[config.mk]
export PLATFORM = sky130hd
export DESIGN_NAME = color_bar_test_pattern_top
export DESIGN_NICKNAME = d
export VERILOG_FILES = /design/src/hw/rtl/cbtp_pkg.sv /design/src/hw/rtl/cbtp_cfg_regs.sv /design/src/hw/rtl/cbtp_div_stage.sv /design/src/hw/rtl/cbtp_color.sv /design/src/hw/rtl/color_bar_test_pattern_top.sv
export SDC_FILE = /design/constraint.sdc
export NUM_CORES = 2
export LEC_CHECK = 0
export CAP_MARGIN = 10
export CORE_MARGIN = 1
export CORE_UTILIZATION = 44
export CTS_CLUSTER_DIAMETER = 30
export CTS_CLUSTER_SIZE = 10
export DETAILED_ROUTE_END_ITERATION = 12
export DONT_BUFFER_PORTS = 1
export GPL_TIMING_DRIVEN = 0
export HOLD_SLACK_MARGIN = 0.08
export PLACE_DENSITY_LB_ADDON = 0.25
export SYNTH_ARGS = -nofsm -noshare
export SYNTH_HDL_FRONTEND = slang
export SYNTH_SLANG_ARGS = --single-unit
[constraint.sdc]
create_clock -name i_clk -period 27.8 [get_ports i_clk]
set_clock_uncertainty 0.1 [all_clocks]
set_input_delay 2.78 -clock i_clk [delete_from_list [all_inputs] [get_ports i_clk]]
set_output_delay 2.78 -clock i_clk [all_outputs]
set_load 0.01 [all_outputs]
[src/hw/rtl/cbtp_pkg.sv]
// Shared types, constants and helper functions of the color bar test pattern block.
`default_nettype none

package cbtp_pkg;

    // Frame geometry
    localparam int MAX_WIDTH   = 4096;
    localparam int MAX_HEIGHT  = 4096;
    localparam int SIZE_W      = 13;
    localparam int COORD_W     = 12;
    localparam int FRAME_W     = 32;
    localparam int COLOR_W     = 24;

    // Configuration port
    localparam int CFG_IDX_W   = 8;

    typedef enum logic [CFG_IDX_W-1:0] {
        CFG_FRAME_WIDTH  = 8'd0,
        CFG_FRAME_HEIGHT = 8'd1
    } t_cfg_reg;

    // Pattern constants
    localparam int BAR_SHIFT    = 3;    // eight bars per line
    localparam int MARKER_WIDTH = 8;
    localparam int BAND_HEIGHT  = 6;
    localparam logic [COLOR_W-1:0] MARKER_COLOR = 24'hff8000;

    // Remainder divider geometry: 36 dividend bits, four steps per stage
    localparam int DIV_STEPS   = 36;
    localparam int STAGE_STEPS = 4;
    localparam int DIV_STAGES  = DIV_STEPS / STAGE_STEPS;
    localparam int REM_W       = SIZE_W;
    localparam int BAR_IDX_W   = 3;

    // One pixel traveling through the divider stages
    typedef struct packed {
        logic                 valid;
        logic [COORD_W-1:0]   x;
        logic [COORD_W-1:0]   y;
        logic [DIV_STEPS-1:0] num_m;    // frame*4, marker column dividend
        logic [DIV_STEPS-1:0] num_b;    // frame*3, band line dividend
        logic [DIV_STEPS-1:0] num_x;    // pixel column, bar dividend
        logic [REM_W-1:0]     rem_m;
        logic [REM_W-1:0]     rem_b;
        logic [REM_W-1:0]     rem_x;
        logic [BAR_IDX_W-1:0] quo_x;    // low quotient bits = bar index
    } t_div_pipe;

    // Result of one restoring division step
    typedef struct packed {
        logic             q;
        logic [REM_W-1:0] rem;
    } t_div_step;

    // Clamp a size register to 1..max
    function automatic logic [SIZE_W-1:0] clamp_size(input logic [SIZE_W-1:0] v,
                                                     input logic [SIZE_W-1:0] max);
        logic [SIZE_W-1:0] res;
        begin
            if (v == '0) begin
                res = SIZE_W'(1);
            end else if (v > max) begin
                res = max;
            end else begin
                res = v;
            end
            return res;
        end
    endfunction

    // One restoring step: shift in a bit, subtract divisor if it fits
    function automatic t_div_step div_step(input logic [REM_W-1:0] rem,
                                           input logic             nbit,
                                           input logic [SIZE_W-1:0] d);
        logic [REM_W:0] sh;
        t_div_step      res;
        begin
            sh = {rem, nbit};
            if (sh >= {1'b0, d}) begin
                res.q   = 1'b1;
                res.rem = REM_W'(sh - {1'b0, d});
            end else begin
                res.q   = 1'b0;
                res.rem = sh[REM_W-1:0];
            end
            return res;
        end
    endfunction

    // Bar color table: white, yellow, cyan, green, magenta, red, blue, black
    function automatic logic [COLOR_W-1:0] bar_color(input logic [BAR_IDX_W-1:0] idx);
        logic [COLOR_W-1:0] c;
        begin
            case (idx)
                3'd0:    c = 24'hffffff;
                3'd1:    c = 24'hffff00;
                3'd2:    c = 24'h00ffff;
                3'd3:    c = 24'h00ff00;
                3'd4:    c = 24'hff00ff;
                3'd5:    c = 24'hff0000;
                3'd6:    c = 24'h0000ff;
                default: c = 24'h000000;
            endcase
            return c;
        end
    endfunction

endpackage

`default_nettype wire

[src/hw/rtl/cbtp_cfg_regs.sv]
// Configuration registers: frame width and height, stored already clamped.
`default_nettype none

module cbtp_cfg_regs (
    input  wire logic                            i_clk,
    input  wire logic                            i_rst_n,
    input  wire logic                            i_cfg_we,
    input  wire logic [cbtp_pkg::CFG_IDX_W-1:0]  i_cfg_index,
    input  wire logic [cbtp_pkg::SIZE_W-1:0]     i_cfg_data,
    output logic      [cbtp_pkg::SIZE_W-1:0]     o_width,
    output logic      [cbtp_pkg::SIZE_W-1:0]     o_height
);

    logic [cbtp_pkg::SIZE_W-1:0] r_width, n_width;
    logic [cbtp_pkg::SIZE_W-1:0] r_height, n_height;

    // Decode writes; unknown indexes are dropped
    always_comb begin
        n_width  = r_width;
        n_height = r_height;
        if (i_cfg_we) begin
            case (i_cfg_index)
                cbtp_pkg::CFG_FRAME_WIDTH: begin
                    n_width = cbtp_pkg::clamp_size(i_cfg_data,
                                  cbtp_pkg::SIZE_W'(cbtp_pkg::MAX_WIDTH));
                end
                cbtp_pkg::CFG_FRAME_HEIGHT: begin
                    n_height = cbtp_pkg::clamp_size(i_cfg_data,
                                   cbtp_pkg::SIZE_W'(cbtp_pkg::MAX_HEIGHT));
                end
                default: begin
                    n_width  = r_width;
                    n_height = r_height;
                end
            endcase
        end
    end

    always_ff @(posedge i_clk) begin
        if (!i_rst_n) begin
            r_width  <= cbtp_pkg::SIZE_W'(1920);
            r_height <= cbtp_pkg::SIZE_W'(1080);
        end else begin
            r_width  <= n_width;
            r_height <= n_height;
        end
    end

    assign o_width  = r_width;
    assign o_height = r_height;

endmodule

`default_nettype wire

[src/hw/rtl/cbtp_div_stage.sv]
// One divider pipeline stage: four restoring steps of each of the three remainders.
`default_nettype none

module cbtp_div_stage (
    input  wire logic                        i_clk,
    input  wire logic                        i_rst_n,
    input  wire logic                        i_adv,
    input  wire logic [cbtp_pkg::SIZE_W-1:0] i_width,
    input  wire logic [cbtp_pkg::SIZE_W-1:0] i_height,
    input  wire cbtp_pkg::t_div_pipe         i_pipe,
    output cbtp_pkg::t_div_pipe              o_pipe
);

    cbtp_pkg::t_div_pipe r_pipe, n_pipe;
    logic [cbtp_pkg::SIZE_W-1:0] w_bar_width;

    assign w_bar_width = i_width >> cbtp_pkg::BAR_SHIFT;

    // Four dependent steps, MSB of each dividend first
    always_comb begin
        cbtp_pkg::t_div_step s_m, s_b, s_x;
        n_pipe = i_pipe;
        for (int i = 0; i < cbtp_pkg::STAGE_STEPS; i++) begin
            s_m = cbtp_pkg::div_step(n_pipe.rem_m, n_pipe.num_m[cbtp_pkg::DIV_STEPS-1],
                                     i_width);
            s_b = cbtp_pkg::div_step(n_pipe.rem_b, n_pipe.num_b[cbtp_pkg::DIV_STEPS-1],
                                     i_height);
            s_x = cbtp_pkg::div_step(n_pipe.rem_x, n_pipe.num_x[cbtp_pkg::DIV_STEPS-1],
                                     w_bar_width);
            n_pipe.rem_m = s_m.rem;
            n_pipe.rem_b = s_b.rem;
            n_pipe.rem_x = s_x.rem;
            n_pipe.num_m = n_pipe.num_m << 1;
            n_pipe.num_b = n_pipe.num_b << 1;
            n_pipe.num_x = n_pipe.num_x << 1;
            n_pipe.quo_x = {n_pipe.quo_x[cbtp_pkg::BAR_IDX_W-2:0], s_x.q};
        end
    end

    // Only valid is reset; the whole transaction moves on advance
    always_ff @(posedge i_clk) begin
        if (!i_rst_n) begin
            r_pipe.valid <= 1'b0;
        end else if (i_adv) begin
            r_pipe <= n_pipe;
        end
    end

    assign o_pipe = r_pipe;

endmodule

`default_nettype wire

[src/hw/rtl/cbtp_color.sv]
// Final stage: marker and band span tests, bar color lookup and the output register.
`default_nettype none

module cbtp_color (
    input  wire logic                         i_clk,
    input  wire logic                         i_rst_n,
    input  wire logic                         i_adv,
    input  wire logic [cbtp_pkg::SIZE_W-1:0]  i_width,
    input  wire logic [cbtp_pkg::SIZE_W-1:0]  i_height,
    input  wire cbtp_pkg::t_div_pipe          i_pipe,
    output logic                              o_valid,
    output logic      [cbtp_pkg::COLOR_W-1:0] o_color
);

    logic                         r_valid;
    logic [cbtp_pkg::COLOR_W-1:0] r_color, n_color;
    logic [cbtp_pkg::SIZE_W-1:0]  w_x, w_y, w_end_m, w_end_b;
    logic                         w_in_marker, w_in_band;
    logic [cbtp_pkg::BAR_IDX_W-1:0] w_bar;

    assign w_x = {1'b0, i_pipe.x};
    assign w_y = {1'b0, i_pipe.y};

    // Span ends; start is below size so no overflow in 13 bits
    assign w_end_m = i_pipe.rem_m + cbtp_pkg::SIZE_W'(cbtp_pkg::MARKER_WIDTH);
    assign w_end_b = i_pipe.rem_b + cbtp_pkg::SIZE_W'(cbtp_pkg::BAND_HEIGHT);

    // Wrapped span tests
    assign w_in_marker = ((w_x >= i_pipe.rem_m) && (w_x < w_end_m)) ||
                         ((w_end_m > i_width) && (w_x < (w_end_m - i_width)));
    assign w_in_band   = ((w_y >= i_pipe.rem_b) && (w_y < w_end_b)) ||
                         ((w_end_b > i_height) && (w_y < (w_end_b - i_height)));

    // Narrow frames have a zero bar width: everything is bar 0
    assign w_bar = ((i_width >> cbtp_pkg::BAR_SHIFT) == '0) ? '0 : i_pipe.quo_x;

    always_comb begin
        n_color = cbtp_pkg::bar_color(w_bar);
        if (w_in_marker) begin
            n_color = cbtp_pkg::MARKER_COLOR;
        end
        if (w_in_band) begin
            n_color = ~n_color;
        end
    end

    // Output register
    always_ff @(posedge i_clk) begin
        if (!i_rst_n) begin
            r_valid <= 1'b0;
        end else if (i_adv) begin
            r_valid <= i_pipe.valid;
        end
    end

    always_ff @(posedge i_clk) begin
        if (i_adv) begin
            r_color <= n_color;
        end
    end

    assign o_valid = r_valid;
    assign o_color = r_color;

endmodule

`default_nettype wire

[src/hw/rtl/color_bar_test_pattern_top.sv]
// Top level of the color bar test pattern generator.
//
// Input channel: i_valid / o_stall carry one pixel (i_pixel_x, i_pixel_y,
// i_frame_number); a transaction completes on a clock edge with i_valid high
// and o_stall low. Output channel: o_valid / i_stall carry o_pixel_color.
// Configuration: i_cfg_we writes i_cfg_data to register i_cfg_index
// (0 = frame width, 1 = frame height); sizes are clamped to 1..4096 on write.
// Write them only while the pipeline is empty.
//
// Throughput is one pixel per clock while i_stall does not hold the pipeline.
// From input transaction to output valid, the entry register captures the
// transaction, then nine divider stages (four restoring steps each, 36 steps
// in all for frame*4 mod width, frame*3 mod height and x / (width/8)), then
// the color/output register.
//
// When the receiver stalls with a result pending, the whole pipeline holds
// and o_stall rises; nothing is dropped or repeated. Reset clears all valid
// bits and loads width 1920, height 1080.
`default_nettype none

module color_bar_test_pattern_top (
    input  wire logic                            i_clk,
    input  wire logic                            i_rst_n,
    input  wire logic                            i_valid,
    output logic                                 o_stall,
    input  wire logic [cbtp_pkg::COORD_W-1:0]    i_pixel_x,
    input  wire logic [cbtp_pkg::COORD_W-1:0]    i_pixel_y,
    input  wire logic [cbtp_pkg::FRAME_W-1:0]    i_frame_number,
    output logic                                 o_valid,
    input  wire logic                            i_stall,
    output logic      [cbtp_pkg::COLOR_W-1:0]    o_pixel_color,
    input  wire logic                            i_cfg_we,
    input  wire logic [cbtp_pkg::CFG_IDX_W-1:0]  i_cfg_index,
    input  wire logic [cbtp_pkg::SIZE_W-1:0]     i_cfg_data
);

    logic [cbtp_pkg::SIZE_W-1:0] w_width, w_height;
    logic                        w_adv;
    cbtp_pkg::t_div_pipe         r_entry, n_entry;
    cbtp_pkg::t_div_pipe         w_pipe [cbtp_pkg::DIV_STAGES+1];

    cbtp_cfg_regs u_cfg (
        .i_clk       (i_clk),
        .i_rst_n     (i_rst_n),
        .i_cfg_we    (i_cfg_we),
        .i_cfg_index (i_cfg_index),
        .i_cfg_data  (i_cfg_data),
        .o_width     (w_width),
        .o_height    (w_height)
    );

    // Whole pipeline holds while a finished result waits
    assign w_adv   = !(o_valid && i_stall);
    assign o_stall = !w_adv;

    // Entry stage: build the dividends
    always_comb begin
        n_entry       = '0;
        n_entry.valid = i_valid;
        n_entry.x     = i_pixel_x;
        n_entry.y     = i_pixel_y;
        n_entry.num_m = {2'b00, i_frame_number, 2'b00};
        n_entry.num_b = {4'b0000, i_frame_number} + {3'b000, i_frame_number, 1'b0};
        n_entry.num_x = {{(cbtp_pkg::DIV_STEPS-cbtp_pkg::COORD_W){1'b0}}, i_pixel_x};
    end

    always_ff @(posedge i_clk) begin
        if (!i_rst_n) begin
            r_entry.valid <= 1'b0;
        end else if (w_adv) begin
            r_entry <= n_entry;
        end
    end

    assign w_pipe[0] = r_entry;

    // Divider stages
    for (genvar g = 0; g < cbtp_pkg::DIV_STAGES; g++) begin : g_div
        cbtp_div_stage u_stage (
            .i_clk    (i_clk),
            .i_rst_n  (i_rst_n),
            .i_adv    (w_adv),
            .i_width  (w_width),
            .i_height (w_height),
            .i_pipe   (w_pipe[g]),
            .o_pipe   (w_pipe[g+1])
        );
    end

    cbtp_color u_color (
        .i_clk    (i_clk),
        .i_rst_n  (i_rst_n),
        .i_adv    (w_adv),
        .i_width  (w_width),
        .i_height (w_height),
        .i_pipe   (w_pipe[cbtp_pkg::DIV_STAGES]),
        .o_valid  (o_valid),
        .o_color  (o_pixel_color)
    );

endmodule

`default_nettype wire
# Yosys cells after proc, flatten, opt, wreduce, memory -nomap -nowiden

Index checks and enable logic that the tools add are counted.

Input port bits: 82
Flip-flop bits (word level): 994
Word-level logic and storage cells: 455

Eq/ne operators: 7
Add/subtract/negate cells: 113
Bitwise operators: 2
Reductions and logical operators: 14
$lt $le $gt $ge: 117
Muxes and demuxes: 114

Operators with widths:

| kind                    | number |
|---|---|
| $mux W13                | 107 |
| $ge A14 B13 Y1          | 70 |
| $sub A13 B13 Y13        | 72 |
| $ge A14 B10 Y1          | 35 |
| $sub A13 B10 Y13        | 35 |
| $pmux W24 S7            | 1 |
| $lt A12 B13 Y1          | 4 |
| $mux W24                | 2 |
| $mux W14                | 3 |
| $add A32 B33 Y34        | 1 |
| $ge A12 B13 Y1          | 2 |
| $gt A13 B13 Y1          | 2 |
| $logic_not A13 Y1       | 2 |
| $not A24 Y24            | 1 |
| $add A13 B3 Y13 const B | 1 |
| $add A13 B4 Y13 const B | 1 |
| $ge A1 B13 Y1           | 1 |
| $ge A1 B13 Y1 const A   | 1 |
| $gt A13 B13 Y1 const B  | 1 |
| $sub A1 B13 Y13         | 1 |
| $sub A1 B13 Y13 const A | 1 |
| $sub A1 B10 Y11 const A | 1 |
| $ge A1 B10 Y1 const A   | 1 |
| $eq A3 B3 Y1 const B    | 3 |
| 10 further kinds        | 18 |

# Logic depth before layout (Yosys ltp)

Depth in word-level cells: 8
Mapped depth: 55
Mapped depth without buffers: 50

# By module

Synthesis repeated with hierarchy kept, for this count alone.

Cells, all modules: 13256
Area, all modules: 131947.8 µm²

Modules (own cells, without submodules):

| module                                 | sequential area each (µm²) | cells each | instances | area an instance (µm²) |
|---|---|---|---|---|
| cbtp_div_stage at g_div[1].u_stage ... | 4884.7                     | 1397       | 6         | 13790.7 |
| cbtp_div_stage at g_div[0].u_stage ... | 4884.7                     | 1310       | 2         | 13235.2 |
| cbtp_div_stage at g_div[8].u_stage     | 4884.7                     | 1332       | 1         | 13550.5 |
| color_bar_test_pattern_top             | 2692.6                     | 323        | 1         | 4435.5 |
| cbtp_color                             | 140.1                      | 453        | 1         | 3497.1 |
| cbtp_cfg_regs                          | 520.5                      | 146        | 1         | 1249.9 |

# Worst setup path after synthesis

Ideal clock, no wire load.

Path type: input to register
From: input port i_stall
To: register g_div[0].u_stage.r_pipe (netlist bit g_div[0].u_stage.o_pipe[100]), enable pin
Path slack: 2.570 ns
Arrival time: 23.735 ns
Cell stages on the path: 3
Required time: 26.304 ns
Setup time: 1.396 ns
Path buffers: 1
Path through: nand2_1 > clkbuf_1 > and2_1

Longest elaborated chain between the ends: 3

RTL lines:

| element                            | line                             | text |
|---|---|---|
| start: declaration                 | color_bar_test_pattern_top.sv:30 | `input wire logic i_stall,` |
| $logic_and A1 B1 Y1                | color_bar_test_pattern_top.sv:53 | `assign w_adv = !(o_valid && i_stall);` |
| $not A1 Y1 (no source line)        | -                                |  |
| $reduce_and A2 Y1 (no source line) | -                                |  |
| end signal: assignment             | cbtp_div_stage.sv:45             | `r_pipe <= n_pipe;` |
| end: declaration                   | cbtp_div_stage.sv:14             | `cbtp_pkg::t_div_pipe r_pipe, n_pipe;` |

Every way passes these cells.
A chain may end at the register's enable or synchronous reset.

==> flow_metrics.tcl <==
set metrics [dict create \
    vias_per_cell 5.890 \
    reg2reg_slack_ps 11560 \
    timing.rr.start "u_cfg.o_width[3]" \
    ys_top_cells_by_area "edfxtp_1, ha_1, xnor2_1, a21oi_1, mux2_2" \
    fp.dieH_um 486.7 \
    wl_per_cell_um 19.10 \
    io_pins 108 \
    synth_simple_gate_area_share_pct 16.51 \
    grt_max_degree 75 \
    synth_mux_area_share_pct 5.804 \
    cts_buffers 220 \
    cts_num_sinks 951 \
    cp.required_ps 28260 \
    ys_ff_latch 951 \
    insertion_delay_ps 850 \
    critPathLaunch "u_cfg.o_width[3]" \
    tightest_slew_ps 1380 \
    max_clock_freq_mhz 61.57 \
    dr.first_iter.drc_count 6258 \
    synth_edf_count 914 \
    cap_violations 0 \
    globalplace.congestion 0.9332 \
    synth_top_family_by_area "compound AO/OA/AOI/OAI gates" \
    wirelength_um 290700 \
    first_pass_iters 7 \
    grt_pass1_wl_um 459100 \
    core_area_um2 233000 \
    fill_cells 21470 \
    fin_setup_tns_ps 0 \
    hold_path_class "reg -> reg" \
    synth_nets 13156 \
    rows 177 \
    dieArea_um2 236900 \
    yosysWarningCount 0 \
    nets 13419 \
    grt_antenna_before_repair 7 \
    synth_area_um2 103400 \
    die_x_um 486.7 \
    yosys_most_used_dff "edfxtp_1" \
    hold_buffers 0 \
    drive_above_1_share_pct 8.495 \
    grt_overflow 0 \
    outcome "complete, no violations" \
    drv_slew 0 \
    cts_tree "done" \
    synth-compound-area-share_pct 21.00 \
    layout_min_cycle_time_ps 16240 \
    avgSynthCellArea_um2 8.899 \
    clock_path_buffers 3 \
    reg2regPathDepth 55 \
    cts_resized 0 \
    cp_slowest_stage_delay_ps 900 \
    synth_seq_area_share_pct 27.27 \
    drc 0 \
    grt_usage_pct 23.84 \
    io_buffers 0 \
    start_util_pct 44.37 \
    start_kind "flip-flop" \
    rsz0062_at_grt "no" \
    dpl.hpwl_um 216400 \
    crit_arrival_ps 16700 \
    slew-limit-headroom_pct 7.278 \
    synth_fa_ha_area_share_pct 18.27 \
    synth-xor-area-share_pct 7.507 \
    synth_top_area_share_pct 26.55 \
    synth_largest_area_cell "edfxtp_1" \
    grt_pass1_vias 87617 \
    critPathCapture "g_div[2].u_stage.o_pipe[32]" \
    final.period_utilization_pct 58.43 \
    post_cts_buffers 0 \
    critPathKind "reg -> reg" \
    setup_viol 0 \
    crit_slowest_cell "a211oi_1" \
    cts_root_buf "clkbuf_16" \
    utilization_pct 49.90 \
    synth_cell_type_count 121 \
    clk_pin_slew_ps 40 \
    area_growth_pct 12.46 \
    cts.htree.levels 4 \
    final_antenna_net_count 0 \
    end_kind "flip-flop" \
    hold_viol 0 \
    rr_endpoint "g_div[2].u_stage.o_pipe[32]" \
    async_flop_share_pct 0 \
    synth_cells 11616 \
    via_count 89636 \
    path_max_fanout 24 \
]
flip-flops by register name, indices dropped and copies added (netlist names):
| register | flops |
|---|---|
| g_div.u_stage.o_pipe | 830 |
| u_color.o_valid | 1 |
| r_entry | 90 |
| u_cfg.o_width | 13 |
| u_color.o_color | 4 |
| u_cfg.o_height | 13 |
cell type report:
class                   instances  area [um2]  area share [%]
clock inverters               169        2151           1.850
repair buffers                 41        1011          0.8696
diodes                          9       22.52         0.01937
plain buffers                 211       895.9          0.7706
flip-flops and latches        951       28200           24.26
multi-input cells            9691       71430           61.45
well taps                    3132        3919           3.371
inverters                     763        2942           2.530
clock buffers                 252        5678           4.884
through the flow:
stage | instance area (um2) | hold WS (ps) | instances | setup slack, ps
after floorplan | 103400 | 300.3 | 11616 | 2570
final | 116300 | 299.7 | 15219 | 11560
after global placement | 107300 | 300.4 | 14748 | -6487
after global routing | 116200 | 305.2 | 15216 | 10410
after detailed placement | 108400 | 304.5 | 14787 | 11790
after CTS | 116200 | 287.7 | 15208 | 11700
cell usage after synthesis, drive strengths merged (47+ instances only):
library cell / number
and3: 108
o21bai: 71
o21a: 160
inv: 763
or2: 75
a211oi: 84
a21oi: 944
a22oi: 51
a21boi: 191
nand4: 240
mux2: 405
nand2b: 199
nor3: 292
or3: 82
ha: 1372
nor2: 892
o211ai: 79
buf: 47
xnor2: 550
a31oi: 80
a221o: 69
o31ai: 128
and2: 104
nand3: 162
nand2: 799
clkbuf: 164
xor2: 336
edfxtp: 914
o21ai: 821
nor2b: 294
fa: 86
a21o: 341
mux2i: 140
worst min path at each step:
stage                                   endpoint  cells after the start                         start  slack (ps)
floorplan           g_div[0].u_stage.o_pipe[100]                      0                   r_entry[96]         300
global placement     g_div[1].u_stage.o_pipe[61]                      0   g_div[0].u_stage.o_pipe[57]         300
detailed placement  g_div[0].u_stage.o_pipe[128]                      0                  r_entry[124]         300
CTS                 g_div[6].u_stage.o_pipe[148]                      0  g_div[5].u_stage.o_pipe[144]         290
global route        g_div[1].u_stage.o_pipe[141]                      0  g_div[0].u_stage.o_pipe[137]         310
finish              g_div[0].u_stage.o_pipe[148]                      0                  r_entry[144]         300
cells in the final DEF (no fill, tap or decap), drive strengths merged, types with 38 or more instances in the layout:
cell | Yosys | layout
edfxtp | 914 | 914
a221o | 69 | 69
o21bai | 71 | 71
o31ai | 128 | 128
o21a | 160 | 160
nand4 | 240 | 240
o21ai | 821 | 821
o221ai | 38 | 38
or3 | 82 | 82
nand2 | 799 | 799
ha | 1372 | 1372
and2 | 104 | 104
a21oi | 944 | 944
nand3 | 162 | 162
clkbuf | 164 | 416
nor2b | 294 | 294
a31oi | 80 | 80
nor3 | 292 | 292
clkinv | 0 | 83
and3 | 108 | 108
nand2b | 199 | 199
bufinv | 0 | 38
xor2 | 336 | 336
buf | 47 | 88
a211oi | 84 | 84
fa | 86 | 86
nor2 | 892 | 892
o211ai | 79 | 79
mux2i | 140 | 140
a21boi | 191 | 191
xnor2 | 550 | 550
inv | 763 | 780
or2 | 75 | 75
a22oi | 51 | 51
mux2 | 405 | 405
nor4 | 44 | 44
a21o | 341 | 341
worst max-delay path, delay by kind of cell, from the launching register on:
kind                     cells  cell delay (ps)
AO/OA/AOI/OAI               26             6340
buffers and inverters       13             5140
AND/OR/NAND/NOR             11             2050
adder cells (fa/ha/maj)      4             1410
flip-flops                   1              520
multiplexers                 1              300
cell families after synthesis:
kind of cell    Yosys count
fa+ha+maj              1458
compound gates         3374
xor+xnor                886
flops                   951
mux                     545
buf+inv                 974
simple gates           3428
per-layer routing:
layer | track usage (%) | wire [um]
met5 | 0 | 15
met4 | 10.07 | 11640
met3 | 3.172 | 13970
met2 | 39.91 | 135000
met1 | 30.71 | 130100
Power is left out: the tool's default activity adds up to more than one toggle a clock period on the data nets, which glitch-free logic cannot reach.
